===== config.mk =====
export PLATFORM = sky130hd
export DESIGN_NAME = utf8_fold_slug_stream_flat
export DESIGN_NICKNAME = d
export VERILOG_FILES = /design/src/hw/rtl/ufs_pkg.sv /design/src/hw/rtl/ufs_in_if.sv /design/src/hw/rtl/ufs_out_if.sv /design/src/hw/rtl/ufs_ctrl.sv /design/src/hw/rtl/ufs_dp.sv /design/src/hw/rtl/utf8_fold_slug_stream.sv /design/src/flat_wrapper.sv
export VERILOG_INCLUDE_DIRS = /design/src /design/src/hw/rtl
export SDC_FILE = /design/constraint.sdc
export NUM_CORES = 1
export LEC_CHECK = 0
export BUFFER_PORTS_ARGS = -buffer_cell sky130_fd_sc_hd__buf_2
export CAP_MARGIN = 20
export CORE_UTILIZATION = 30
export DETAILED_ROUTE_END_ITERATION = 8
export HOLD_SLACK_MARGIN = 0.02
export PLACE_DENSITY = 0.44
export SYNTH_ARGS = -nofsm -noshare
export SYNTH_HDL_FRONTEND = slang
export SYNTH_HIERARCHICAL = 1
export SYNTH_SLANG_ARGS = --single-unit

===== constraint.sdc =====
create_clock -name clk -period 5 [get_ports clk]
set_input_delay 0.5 -clock clk [delete_from_list [all_inputs] [get_ports clk]]
set_output_delay 0.5 -clock clk [all_outputs]
set_load 0.005 [all_outputs]

===== src/hw/rtl/utf8_fold_slug_stream_defines.svh =====
// Assertion macros shared by the slug stream RTL.
// No dependencies; included by the top level.
`ifndef UTF8_FOLD_SLUG_STREAM_DEFINES_SVH
`define UTF8_FOLD_SLUG_STREAM_DEFINES_SVH

// Same-cycle implication, disabled during reset.
`define UFS_ASSERT_NOW(label, clk, rst, ante, cons) \
  label: assert property (@(posedge clk) disable iff (rst) (ante) |-> (cons)) \
    else $error("ufs assertion failed");

// Next-cycle implication, disabled during reset.
`define UFS_ASSERT_NEXT(label, clk, rst, ante, cons) \
  label: assert property (@(posedge clk) disable iff (rst) (ante) |=> (cons)) \
    else $error("ufs assertion failed");

`endif


===== src/hw/rtl/ufs_pkg.sv =====
// Shared constants, types and character functions for the slug stream.
// No dependencies.
package ufs_pkg;

  localparam int NAME_CAPACITY = 32;
  localparam int SLUG_LIMIT    = (NAME_CAPACITY - 1 > 31) ? 31 : NAME_CAPACITY - 1;
  localparam int HELD_DEPTH    = 31;
  localparam int HELD_AW       = $clog2(HELD_DEPTH);
  localparam int COUNT_W       = 5;

  typedef logic [1:0] mark_t;
  localparam mark_t MARK_UNDER = 2'd0;
  localparam mark_t MARK_DASH  = 2'd1;
  localparam mark_t MARK_DOT   = 2'd2;

  typedef logic [1:0] phase_t;
  localparam phase_t PH_IDLE       = 2'd0;
  localparam phase_t PH_TWO        = 2'd1;
  localparam phase_t PH_THREE      = 2'd2;
  localparam phase_t PH_THREE_CONT = 2'd3;

  localparam logic [6:0] CH_UNDER = 7'h5f;
  localparam logic [6:0] CH_DASH  = 7'h2d;
  localparam logic [6:0] CH_DOT   = 7'h2e;

  typedef struct packed {
    logic load;
    logic decode;
    logic sep;
    logic append;
    logic flush_emit;
    logic char_emit;
    logic end_emit;
  } cmd_t;

  typedef struct packed {
    logic take;
    logic alnum;
    logic room;
    logic held_nz;
    logic flush_last;
    logic out_free;
    logic last;
  } status_t;

  function automatic logic is_alnum(input logic [6:0] c);
    return (c >= 7'h30 && c <= 7'h39) || (c >= 7'h41 && c <= 7'h5a) ||
           (c >= 7'h61 && c <= 7'h7a);
  endfunction

  function automatic logic is_mark(input logic [6:0] c);
    return (c == CH_UNDER) || (c == CH_DASH) || (c == CH_DOT);
  endfunction

  function automatic mark_t mark_of(input logic [6:0] c);
    mark_t m;
    if (c == CH_UNDER) m = MARK_UNDER;
    else if (c == CH_DASH) m = MARK_DASH;
    else m = MARK_DOT;
    return m;
  endfunction

  function automatic logic [6:0] mark_char(input mark_t m);
    logic [6:0] c;
    case (m)
      MARK_UNDER: c = CH_UNDER;
      MARK_DASH:  c = CH_DASH;
      MARK_DOT:   c = CH_DOT;
      default:    c = CH_UNDER;
    endcase
    return c;
  endfunction

  // Code point to ASCII; 0 when the code point has no folding.
  function automatic logic [6:0] fold_char(input logic [15:0] cp);
    logic [6:0] up;
    logic [6:0] c;
    up = 7'h59;
    c  = 7'h00;
    if (cp < 16'h0080) begin
      c = cp[6:0];
    end else if (cp >= 16'h1ea0 && cp <= 16'h1ef9) begin
      if (cp <= 16'h1eb7) up = 7'h41;
      else if (cp <= 16'h1ec7) up = 7'h45;
      else if (cp <= 16'h1ecb) up = 7'h49;
      else if (cp <= 16'h1ee3) up = 7'h4f;
      else if (cp <= 16'h1ef1) up = 7'h55;
      else up = 7'h59;
      c = cp[0] ? up + 7'd32 : up;
    end else begin
      case (cp)
        16'h00c0, 16'h00c1, 16'h00c2, 16'h00c3, 16'h0102: c = 7'h41;
        16'h00e0, 16'h00e1, 16'h00e2, 16'h00e3, 16'h0103: c = 7'h61;
        16'h0110: c = 7'h44;
        16'h0111: c = 7'h64;
        16'h00c8, 16'h00c9, 16'h00ca: c = 7'h45;
        16'h00e8, 16'h00e9, 16'h00ea: c = 7'h65;
        16'h00cc, 16'h00cd, 16'h0128: c = 7'h49;
        16'h00ec, 16'h00ed, 16'h0129: c = 7'h69;
        16'h00d2, 16'h00d3, 16'h00d4, 16'h00d5, 16'h01a0: c = 7'h4f;
        16'h00f2, 16'h00f3, 16'h00f4, 16'h00f5, 16'h01a1: c = 7'h6f;
        16'h00d9, 16'h00da, 16'h0168, 16'h01af: c = 7'h55;
        16'h00f9, 16'h00fa, 16'h0169, 16'h01b0: c = 7'h75;
        16'h00dd: c = 7'h59;
        16'h00fd: c = 7'h79;
        default:  c = 7'h00;
      endcase
    end
    return c;
  endfunction

endpackage


===== src/hw/rtl/ufs_in_if.sv =====
// Input channel: one byte of the name per transaction.
// No dependencies.
interface ufs_in_if;
  logic       valid;
  logic       ready;
  logic [7:0] in_byte;
  logic       is_last;

  modport source (output valid, output in_byte, output is_last, input ready);
  modport sink   (input valid, input in_byte, input is_last, output ready);
endinterface


===== src/hw/rtl/ufs_out_if.sv =====
// Output channel: one slug character or the end item per transaction.
// No dependencies.
interface ufs_out_if;
  logic       valid;
  logic       ready;
  logic [6:0] slug_char;
  logic       is_end;
  logic [4:0] slug_length;

  modport source (output valid, output slug_char, output is_end, output slug_length,
                  input ready);
  modport sink   (input valid, input slug_char, input is_end, input slug_length,
                  output ready);
endinterface


===== src/hw/rtl/ufs_ctrl.sv =====
// Controller state machine: sequences decode, separator, append, flush and emit.
// Depends on ufs_pkg.
module ufs_ctrl
  import ufs_pkg::*;
(
  input  logic    clk,
  input  logic    rst,
  input  logic    in_valid,
  output logic    in_ready,
  input  status_t st,
  output cmd_t    cmd
);

  localparam logic [2:0] S_IDLE   = 3'd0;
  localparam logic [2:0] S_DECODE = 3'd1;
  localparam logic [2:0] S_SEP    = 3'd2;
  localparam logic [2:0] S_APPEND = 3'd3;
  localparam logic [2:0] S_FLUSH  = 3'd4;
  localparam logic [2:0] S_CHAR   = 3'd5;
  localparam logic [2:0] S_END    = 3'd6;

  logic [2:0] state;
  logic [2:0] state_next;

  always_ff @(posedge clk) begin
    if (rst) begin
      state <= S_IDLE;
    end else begin
      state <= state_next;
    end
  end

  always_comb begin
    cmd        = '0;
    in_ready   = 1'b0;
    state_next = state;
    case (state)
      S_IDLE: begin
        in_ready = 1'b1;
        if (in_valid) begin
          cmd.load   = 1'b1;
          state_next = S_DECODE;
        end
      end
      S_DECODE: begin
        cmd.decode = 1'b1;
        if (st.take) state_next = S_SEP;
        else state_next = st.last ? S_END : S_IDLE;
      end
      S_SEP: begin
        cmd.sep    = 1'b1;
        state_next = S_APPEND;
      end
      S_APPEND: begin
        cmd.append = 1'b1;
        if (st.alnum && st.room) state_next = st.held_nz ? S_FLUSH : S_CHAR;
        else state_next = st.last ? S_END : S_IDLE;
      end
      S_FLUSH: begin
        if (st.out_free) begin
          cmd.flush_emit = 1'b1;
          if (st.flush_last) state_next = S_CHAR;
        end
      end
      S_CHAR: begin
        if (st.out_free) begin
          cmd.char_emit = 1'b1;
          state_next    = st.last ? S_END : S_IDLE;
        end
      end
      S_END: begin
        if (st.out_free) begin
          cmd.end_emit = 1'b1;
          state_next   = S_IDLE;
        end
      end
      default: begin
        state_next = S_IDLE;
      end
    endcase
  end

endmodule


===== src/hw/rtl/ufs_dp.sv =====
// Datapath: UTF-8 decode, folding, held mark store, counters and output register.
// Depends on ufs_pkg.
module ufs_dp
  import ufs_pkg::*;
(
  input  logic         clk,
  input  logic         rst,
  input  logic [7:0]   in_byte,
  input  logic         in_last,
  input  cmd_t         cmd,
  output status_t      st,
  output logic         out_valid,
  input  logic         out_ready,
  output logic [6:0]   slug_char,
  output logic         is_end,
  output logic [4:0]   slug_length
);

  logic [7:0]         byte_q;
  logic               last_q;
  logic [7:0]         lead;
  logic [7:0]         second;
  phase_t             phase;
  logic               sep;
  logic [COUNT_W-1:0] emitted;
  logic [COUNT_W-1:0] held;
  logic [HELD_AW-1:0] flush_idx;
  logic [6:0]         c_q;
  mark_t              held_marks [HELD_DEPTH];

  logic               cont;
  logic               start_take;
  logic               start_two;
  logic               start_three;
  logic               dec_take;
  logic [15:0]        dec_cp;
  phase_t             dec_phase;
  logic               dec_lead_load;
  logic               dec_second_load;
  logic               dec_sep;
  logic [6:0]         dec_c;
  logic               dec_ok;
  logic [COUNT_W:0]   total;
  logic               emit;
  logic [6:0]         emit_char;

  assign cont        = (byte_q[7:6] == 2'b10);
  assign start_take  = !byte_q[7];
  assign start_two   = (byte_q[7:5] == 3'b110);
  assign start_three = (byte_q[7:4] == 4'b1110);

  always_comb begin
    dec_take        = 1'b0;
    dec_cp          = {8'h00, byte_q};
    dec_phase       = PH_IDLE;
    dec_lead_load   = 1'b0;
    dec_second_load = 1'b0;
    dec_sep         = 1'b0;
    if (phase != PH_IDLE && cont) begin
      case (phase)
        PH_TWO: begin
          dec_take = 1'b1;
          dec_cp   = {5'd0, lead[4:0], byte_q[5:0]};
        end
        PH_THREE: begin
          dec_second_load = 1'b1;
          dec_phase       = PH_THREE_CONT;
        end
        default: begin
          dec_take = 1'b1;
          dec_cp   = {lead[3:0], second[5:0], byte_q[5:0]};
        end
      endcase
    end else begin
      dec_sep = (phase != PH_IDLE);
      if (start_take) begin
        dec_take = 1'b1;
      end else if (start_two) begin
        dec_lead_load = 1'b1;
        dec_phase     = PH_TWO;
      end else if (start_three) begin
        dec_lead_load = 1'b1;
        dec_phase     = PH_THREE;
      end else begin
        dec_sep = 1'b1;
      end
    end
  end

  assign dec_c  = fold_char(dec_cp);
  assign dec_ok = dec_take && (is_alnum(dec_c) || is_mark(dec_c));
  assign total  = {1'b0, emitted} + {1'b0, held};

  assign emit = cmd.flush_emit || cmd.char_emit || cmd.end_emit;
  assign emit_char = cmd.flush_emit ? mark_char(held_marks[flush_idx]) :
                     (cmd.char_emit ? c_q : 7'd0);

  always_comb begin
    st.take       = dec_ok;
    st.alnum      = is_alnum(c_q);
    st.room       = (total < (COUNT_W + 1)'(SLUG_LIMIT));
    st.held_nz    = (held != '0);
    st.flush_last = (({1'b0, flush_idx} + (HELD_AW + 1)'(1)) == (HELD_AW + 1)'(held));
    st.out_free   = !out_valid || out_ready;
    st.last       = last_q;
  end

  always_ff @(posedge clk) begin
    if (cmd.load) begin
      byte_q <= in_byte;
      last_q <= in_last;
    end
    if (cmd.decode) c_q <= dec_c;
    if (cmd.sep && sep && total != '0 && total < (COUNT_W + 1)'(SLUG_LIMIT)) begin
      held_marks[held[HELD_AW-1:0]] <= MARK_UNDER;
    end
    if (cmd.append && is_mark(c_q) && total < (COUNT_W + 1)'(SLUG_LIMIT)) begin
      held_marks[held[HELD_AW-1:0]] <= mark_of(c_q);
    end
    if (emit) begin
      slug_char   <= emit_char;
      is_end      <= cmd.end_emit;
      slug_length <= cmd.end_emit ? emitted : '0;
    end
  end

  always_ff @(posedge clk) begin
    if (rst) begin
      lead      <= '0;
      second    <= '0;
      phase     <= PH_IDLE;
      sep       <= 1'b0;
      emitted   <= '0;
      held      <= '0;
      flush_idx <= '0;
      out_valid <= 1'b0;
    end else begin
      if (cmd.decode) begin
        phase <= dec_phase;
        sep   <= sep | dec_sep | (dec_take & !dec_ok);
        if (dec_lead_load) lead <= byte_q;
        if (dec_second_load) second <= byte_q;
      end
      if (cmd.sep) begin
        sep <= 1'b0;
        if (sep && total != '0 && total < (COUNT_W + 1)'(SLUG_LIMIT)) held <= held + 1'b1;
      end
      if (cmd.append) begin
        flush_idx <= '0;
        if (is_mark(c_q) && total < (COUNT_W + 1)'(SLUG_LIMIT)) held <= held + 1'b1;
      end
      if (cmd.flush_emit) flush_idx <= flush_idx + 1'b1;
      if (cmd.char_emit) begin
        emitted <= emitted + held + 1'b1;
        held    <= '0;
      end
      if (cmd.end_emit) begin
        lead    <= '0;
        second  <= '0;
        phase   <= PH_IDLE;
        sep     <= 1'b0;
        emitted <= '0;
        held    <= '0;
      end
      if (emit) out_valid <= 1'b1;
      else if (out_ready) out_valid <= 1'b0;
    end
  end

endmodule


===== src/hw/rtl/utf8_fold_slug_stream.sv =====
// UTF-8 name to ASCII slug converter, top level.
// Depends on ufs_pkg, ufs_in_if, ufs_out_if, ufs_ctrl, ufs_dp and the defines header.
//
// din carries one byte of the name per transaction (in_byte, is_last).
// dout carries one slug character per transaction; after the last byte of a
// name one end transaction follows with is_end set, slug_char 0 and
// slug_length the number of characters sent for that name.
// One byte is worked on at a time: din.ready is high only in the idle state.
// A byte that completes no character (part of a sequence, or one that only
// owes a separator) passes through accept and decode. A character that is
// kept passes through accept, decode, separator and append; a held mark, or
// one past the length limit, ends there. A letter or digit then emits the
// held marks, one per cycle while dout is not stalled, then the character.
// The end transaction is sent from a state of its own.
// Results sit in an output register, so a byte finishing without output
// never waits on dout; an emit waits while dout is stalled with a character
// pending, and nothing is lost or repeated.
// Reset (rst, synchronous, active high) returns the controller to idle,
// empties the output register and clears all per-name state.
`include "utf8_fold_slug_stream_defines.svh"

module utf8_fold_slug_stream
  import ufs_pkg::*;
(
  input  logic clk,
  input  logic rst,
  ufs_in_if.sink    din,
  ufs_out_if.source dout
);

  cmd_t    cmd;
  status_t st;

  ufs_ctrl u_ctrl (
    .clk      (clk),
    .rst      (rst),
    .in_valid (din.valid),
    .in_ready (din.ready),
    .st       (st),
    .cmd      (cmd)
  );

  ufs_dp u_dp (
    .clk         (clk),
    .rst         (rst),
    .in_byte     (din.in_byte),
    .in_last     (din.is_last),
    .cmd         (cmd),
    .st          (st),
    .out_valid   (dout.valid),
    .out_ready   (dout.ready),
    .slug_char   (dout.slug_char),
    .is_end      (dout.is_end),
    .slug_length (dout.slug_length)
  );

  `UFS_ASSERT_NEXT(a_busy_after_accept, clk, rst, din.valid && din.ready, !din.ready)
  `UFS_ASSERT_NOW(a_end_item_blank, clk, rst, dout.valid && dout.is_end, dout.slug_char == 7'd0)
  `UFS_ASSERT_NOW(a_char_item_shape, clk, rst, dout.valid && !dout.is_end,
                  dout.slug_length == 5'd0 && dout.slug_char != 7'd0)

endmodule


===== src/flat_wrapper.sv =====
// flat-port wrapper written by rule: the top's interface ports become plain ports
module utf8_fold_slug_stream_flat import ufs_pkg::*;
  (clk, rst, din_valid, din_in_byte, din_is_last, din_ready, dout_valid, dout_slug_char, dout_is_end, dout_slug_length, dout_ready);
  ufs_in_if din_i ();
  ufs_out_if dout_i ();
  input  logic clk;
  input  logic rst;
  input wire logic [$bits(din_i.valid)-1:0] din_valid;
  input wire logic [$bits(din_i.in_byte)-1:0] din_in_byte;
  input wire logic [$bits(din_i.is_last)-1:0] din_is_last;
  output wire logic [$bits(din_i.ready)-1:0] din_ready;
  output wire logic [$bits(dout_i.valid)-1:0] dout_valid;
  output wire logic [$bits(dout_i.slug_char)-1:0] dout_slug_char;
  output wire logic [$bits(dout_i.is_end)-1:0] dout_is_end;
  output wire logic [$bits(dout_i.slug_length)-1:0] dout_slug_length;
  input wire logic [$bits(dout_i.ready)-1:0] dout_ready;
  assign din_i.valid = din_valid;
  assign din_i.in_byte = din_in_byte;
  assign din_i.is_last = din_is_last;
  assign din_ready = din_i.ready;
  assign dout_valid = dout_i.valid;
  assign dout_slug_char = dout_i.slug_char;
  assign dout_is_end = dout_i.is_end;
  assign dout_slug_length = dout_i.slug_length;
  assign dout_i.ready = dout_ready;
  utf8_fold_slug_stream u_core (.clk(clk), .rst(rst), .din(din_i), .dout(dout_i));
endmodule

==> metrics <==
largest family of logic cells by synthesized area simple AND/OR/NAND/NOR gates; critical path required time around 5400 ps; Pre-antenna DRT Iters 5; PD cells ~430 nW/µm²; Die X around 160 µm; drt total wl 18690 µm; Placer Congestion ~0.85; Relative slew margins a little under a third; num ports 28; Clk pin slew, worst setup/hold paths roughly 70 ps; DR WL/cell about 18 µm; Least-Margin Pin Slew between 1000 and 1500 ps; Hold Path Class in2reg; status finished clean; initial core utilization between 30% and 40%; critical path class reg2reg; Core Region around 24000 µm²; ys flop type edfxtp_1; r2r startpoint u_core/u_dp/phase[0]$_SDFFE_PP0P_; post-synth net total 700; layout cells sized above 1 roughly 18%; fin util between 30% and 40%; FFs w/ async S/R, synth 0%; multiplexer share of the synthesized area under 10%; Post-Synth Simple-Gate Area between 20% and 30%; total gr overflow 0; total track usage between 10% and 20%; antenna diode count 0; post-synthesis compound-gate area fraction 13.97%; HPWL after DPL 13270 µm; vias per cell between 5 and 6; Adder-Cell Fraction of Synth Area approximately 3.3%; cts repair resizes 0; Critical path origin u_core/u_dp/phase[0]$_SDFFE_PP0P_; largest net degree at the start of global routing 32; mapped cell area roughly 7200 µm²; max-slew violations 0; first-pass GRT wire length approximately 30000 µm; Post-CTS Setup Inserts 0; Die Area 24780 µm²; final setup violation count 0; setup TNS 0 ps; Post-synth EDFFs roughly 90; xor and xnor area share after synthesis about 2.2%; row count 56; yosys warns 6; CTS max path bufs 2; Clock Latency Late Sink approximately 430 ps; clock skew about 7.5 ps; Max Freq around 220 MHz; Root Driver clkbuf_16; vias in the first global route between 5000 and 6000; synthesized netlist cell count about 670; die height 157.4 µm; Final Hold Fails 0; CTS buffer count 17; # fillers about 2300; sequential area share after synthesis between 40% and 50%; DRC violations left 0; Area Overhead vs Synth 14.38%; fin crit period about 4600 ps; CTS sink count around 130; RSZ-0062 raised after global routing no; CTS tree done; Data arrival, critical path ~4900 ps; initial antenna violation count 0; Netlist cell types 90; deepest level of the CTS H-tree 4; Leak around 2.7 nW; Peak VDD IR 0.2215 mV; Vias 5402; critical path capture point type flip-flop; count of max-cap constraint violations 0; hold path start din_in_byte[3]; I/O Buffers 27; fin crit share 91.15%; remaining antenna violation count 0; Syn Area/Cell ~11 µm²; final net count about 700; CP startpoint kind flip-flop; Initial DRC Count between 400 and 500; post-synthesis register bit count about 130; # hold bufs at CTS 0; CP Max Fanout 13
-- per-layer routing --
layer / vias to the layer above / track usage, % / share of wire (%)
met5: - / 0 / 0
met4: 0 / 5.178 / 1.8
met3: 32 / 3.001 / 4.1
met2: 146 / 26.93 / 49
met1: 2663 / 20.34 / 45
li1: 2561 / - / -
-- final cells by class --
| cell class | instances | area (µm²) | area share (%) |
|---|---|---|---|
| inverter | 26 | 97.59 | 1.178 |
| tap | 319 | 399.1 | 4.816 |
| clock buffer | 17 | 425.4 | 5.133 |
| multi-input combinational | 475 | 3467 | 41.83 |
| sequential | 129 | 3493 | 42.15 |
| clock inverter | 15 | 162.7 | 1.963 |
| timing repair buffer | 36 | 242.7 | 2.929 |
-- path summary, 6_finish.rpt --
check | endpoint | slack, ps | cells after the start
worst min-delay path | u_core/u_dp/byte_q[3]$_DFFE_PP_ | 250 | 1
worst min register to register | u_core/u_dp/second[0]$_SDFFE_PP0P_ | 460 | 2
worst max register to register | u_core/u_ctrl/state[2]$_SDFFE_PP0P_ | 440 | 14
worst max-delay path | u_core/u_ctrl/state[2]$_SDFFE_PP0P_ | 440 | 14
-- cells in the final DEF (no fill, tap or decap), types with 4 or more instances in the layout --
cell        n
nand2_1    53
nor2_1     77
nor4_1     13
buf_4       7
and3_1      7
a22o_1      4
clkbuf_16  17
o21ai_0    14
xnor2_1    10
a211o_1     5
nor3_1     13
nand3b_1    5
nand4_1     7
ha_1       16
buf_2      27
nand2b_1    5
a21oi_1    33
and2_1     13
a22oi_1     4
inv_1      25
mux2i_1    16
a21o_1      9
or3_1       8
clkinv_8    4
dfxtp_1    38
nor3b_1     7
nor2b_1     9
nand3_1    20
edfxtp_1   91
xor2_1      8
inv_6       6
a31oi_1     7
mux4_2     18
a211oi_1    6
-- synth_stat cells (3+ instances only) --
cell,number,share of area [%]
o31ai_1,3,0.31
nand3_1,20,1.4
a2bb2oi_2,3,0.62
nor2_1,77,4.0
nor4_1,13,1.1
edfxtp_1,91,38
a211o_1,5,0.60
inv_1,25,1.3
a41oi_1,3,0.36
nand4_1,7,0.60
buf_6,4,0.62
xor2_1,8,0.97
and3_1,7,0.60
nand3b_1,5,0.52
buf_2,5,0.35
xnor2_1,10,1.2
nor2b_1,9,0.78
a22oi_1,4,0.41
and2_1,13,1.1
clkbuf_1,23,1.2
buf_4,4,0.41
a211oi_1,6,0.62
a21o_1,9,0.93
nand4b_1,3,0.36
nand2_1,53,2.7
mux4_2,18,5.6
a22o_1,4,0.48
a21oi_1,33,2.3
buf_1,3,0.16
or2_2,3,0.26
ha_1,16,2.8
o211ai_1,3,0.31
o21ai_1,3,0.21
or3_1,8,0.69
o21ai_0,14,0.97
dfxtp_1,38,10
a31oi_1,7,0.60
nor3b_1,8,0.83
nand2b_1,5,0.43
mux2i_1,16,2.2
nor3_1,14,0.97
-- worst max-delay path, stage by stage, from the launching register on --
cell	delay, ps
dfxtp_1	330
inv_1	80
ha_1	480
nor4b_2	250
a21oi_1	820
o311ai_0	290
a31o_2	330
nor4b_1	480
a211oi_2	190
a221oi_1	270
o211ai_1	170
and3_1	220
a2111oi_2	350
o31ai_1	120
o22ai_1	100
-- state kept, by name (all words and copies together) (netlist names), 2 cells and up, named ones only --
register                 cells
u_core/u_dp/phase            2
u_core/u_dp/slug_char        7
u_core/u_dp/flush_idx        5
u_core/u_dp/held_marks      62
u_core/u_dp/held             5
u_core/u_dp/emitted          5
u_core/u_dp/second           6
u_core/u_dp/c_q              7
u_core/u_ctrl/state          3
u_core/u_dp/byte_q           8
u_core/u_dp/lead             5
u_core/u_dp/slug_length      5
-- through the flow --
stage	hold slack (ps)	setup slack (ps)	cells	power, mW	area (µm²)
after CTS	227.7	511.2	1015	3.563	8233
after floorplan	431.9	1240	669	2.066	7246
after detailed placement	450.4	544.4	983	2.318	7645
final	246.5	442.3	1017	3.545	8288
after global routing	228.7	143.8	1017	3.725	8288
after global placement	450.8	635.0	983	2.316	7645
-- cells by family (layout without fill, tap and decap cells) --
family | Yosys count | count (layout)
AND/OR/NAND/NOR | 271 | 271
multiplexers | 34 | 34
AO/OA/AOI/OAI | 134 | 134
XOR/XNOR | 18 | 18
adder cells (fa/ha/maj) | 18 | 18
flip-flops | 129 | 129
buffers and inverters | 65 | 94
-- report_power, final --
group          total [mW]  internal, mW  switching [mW]
Clock                1.24         0.666           0.571
Combinational       0.885         0.354           0.531
Sequential           1.42          1.27           0.150
Total                3.54          2.29            1.25
Power figures use the tool's default switching activity.
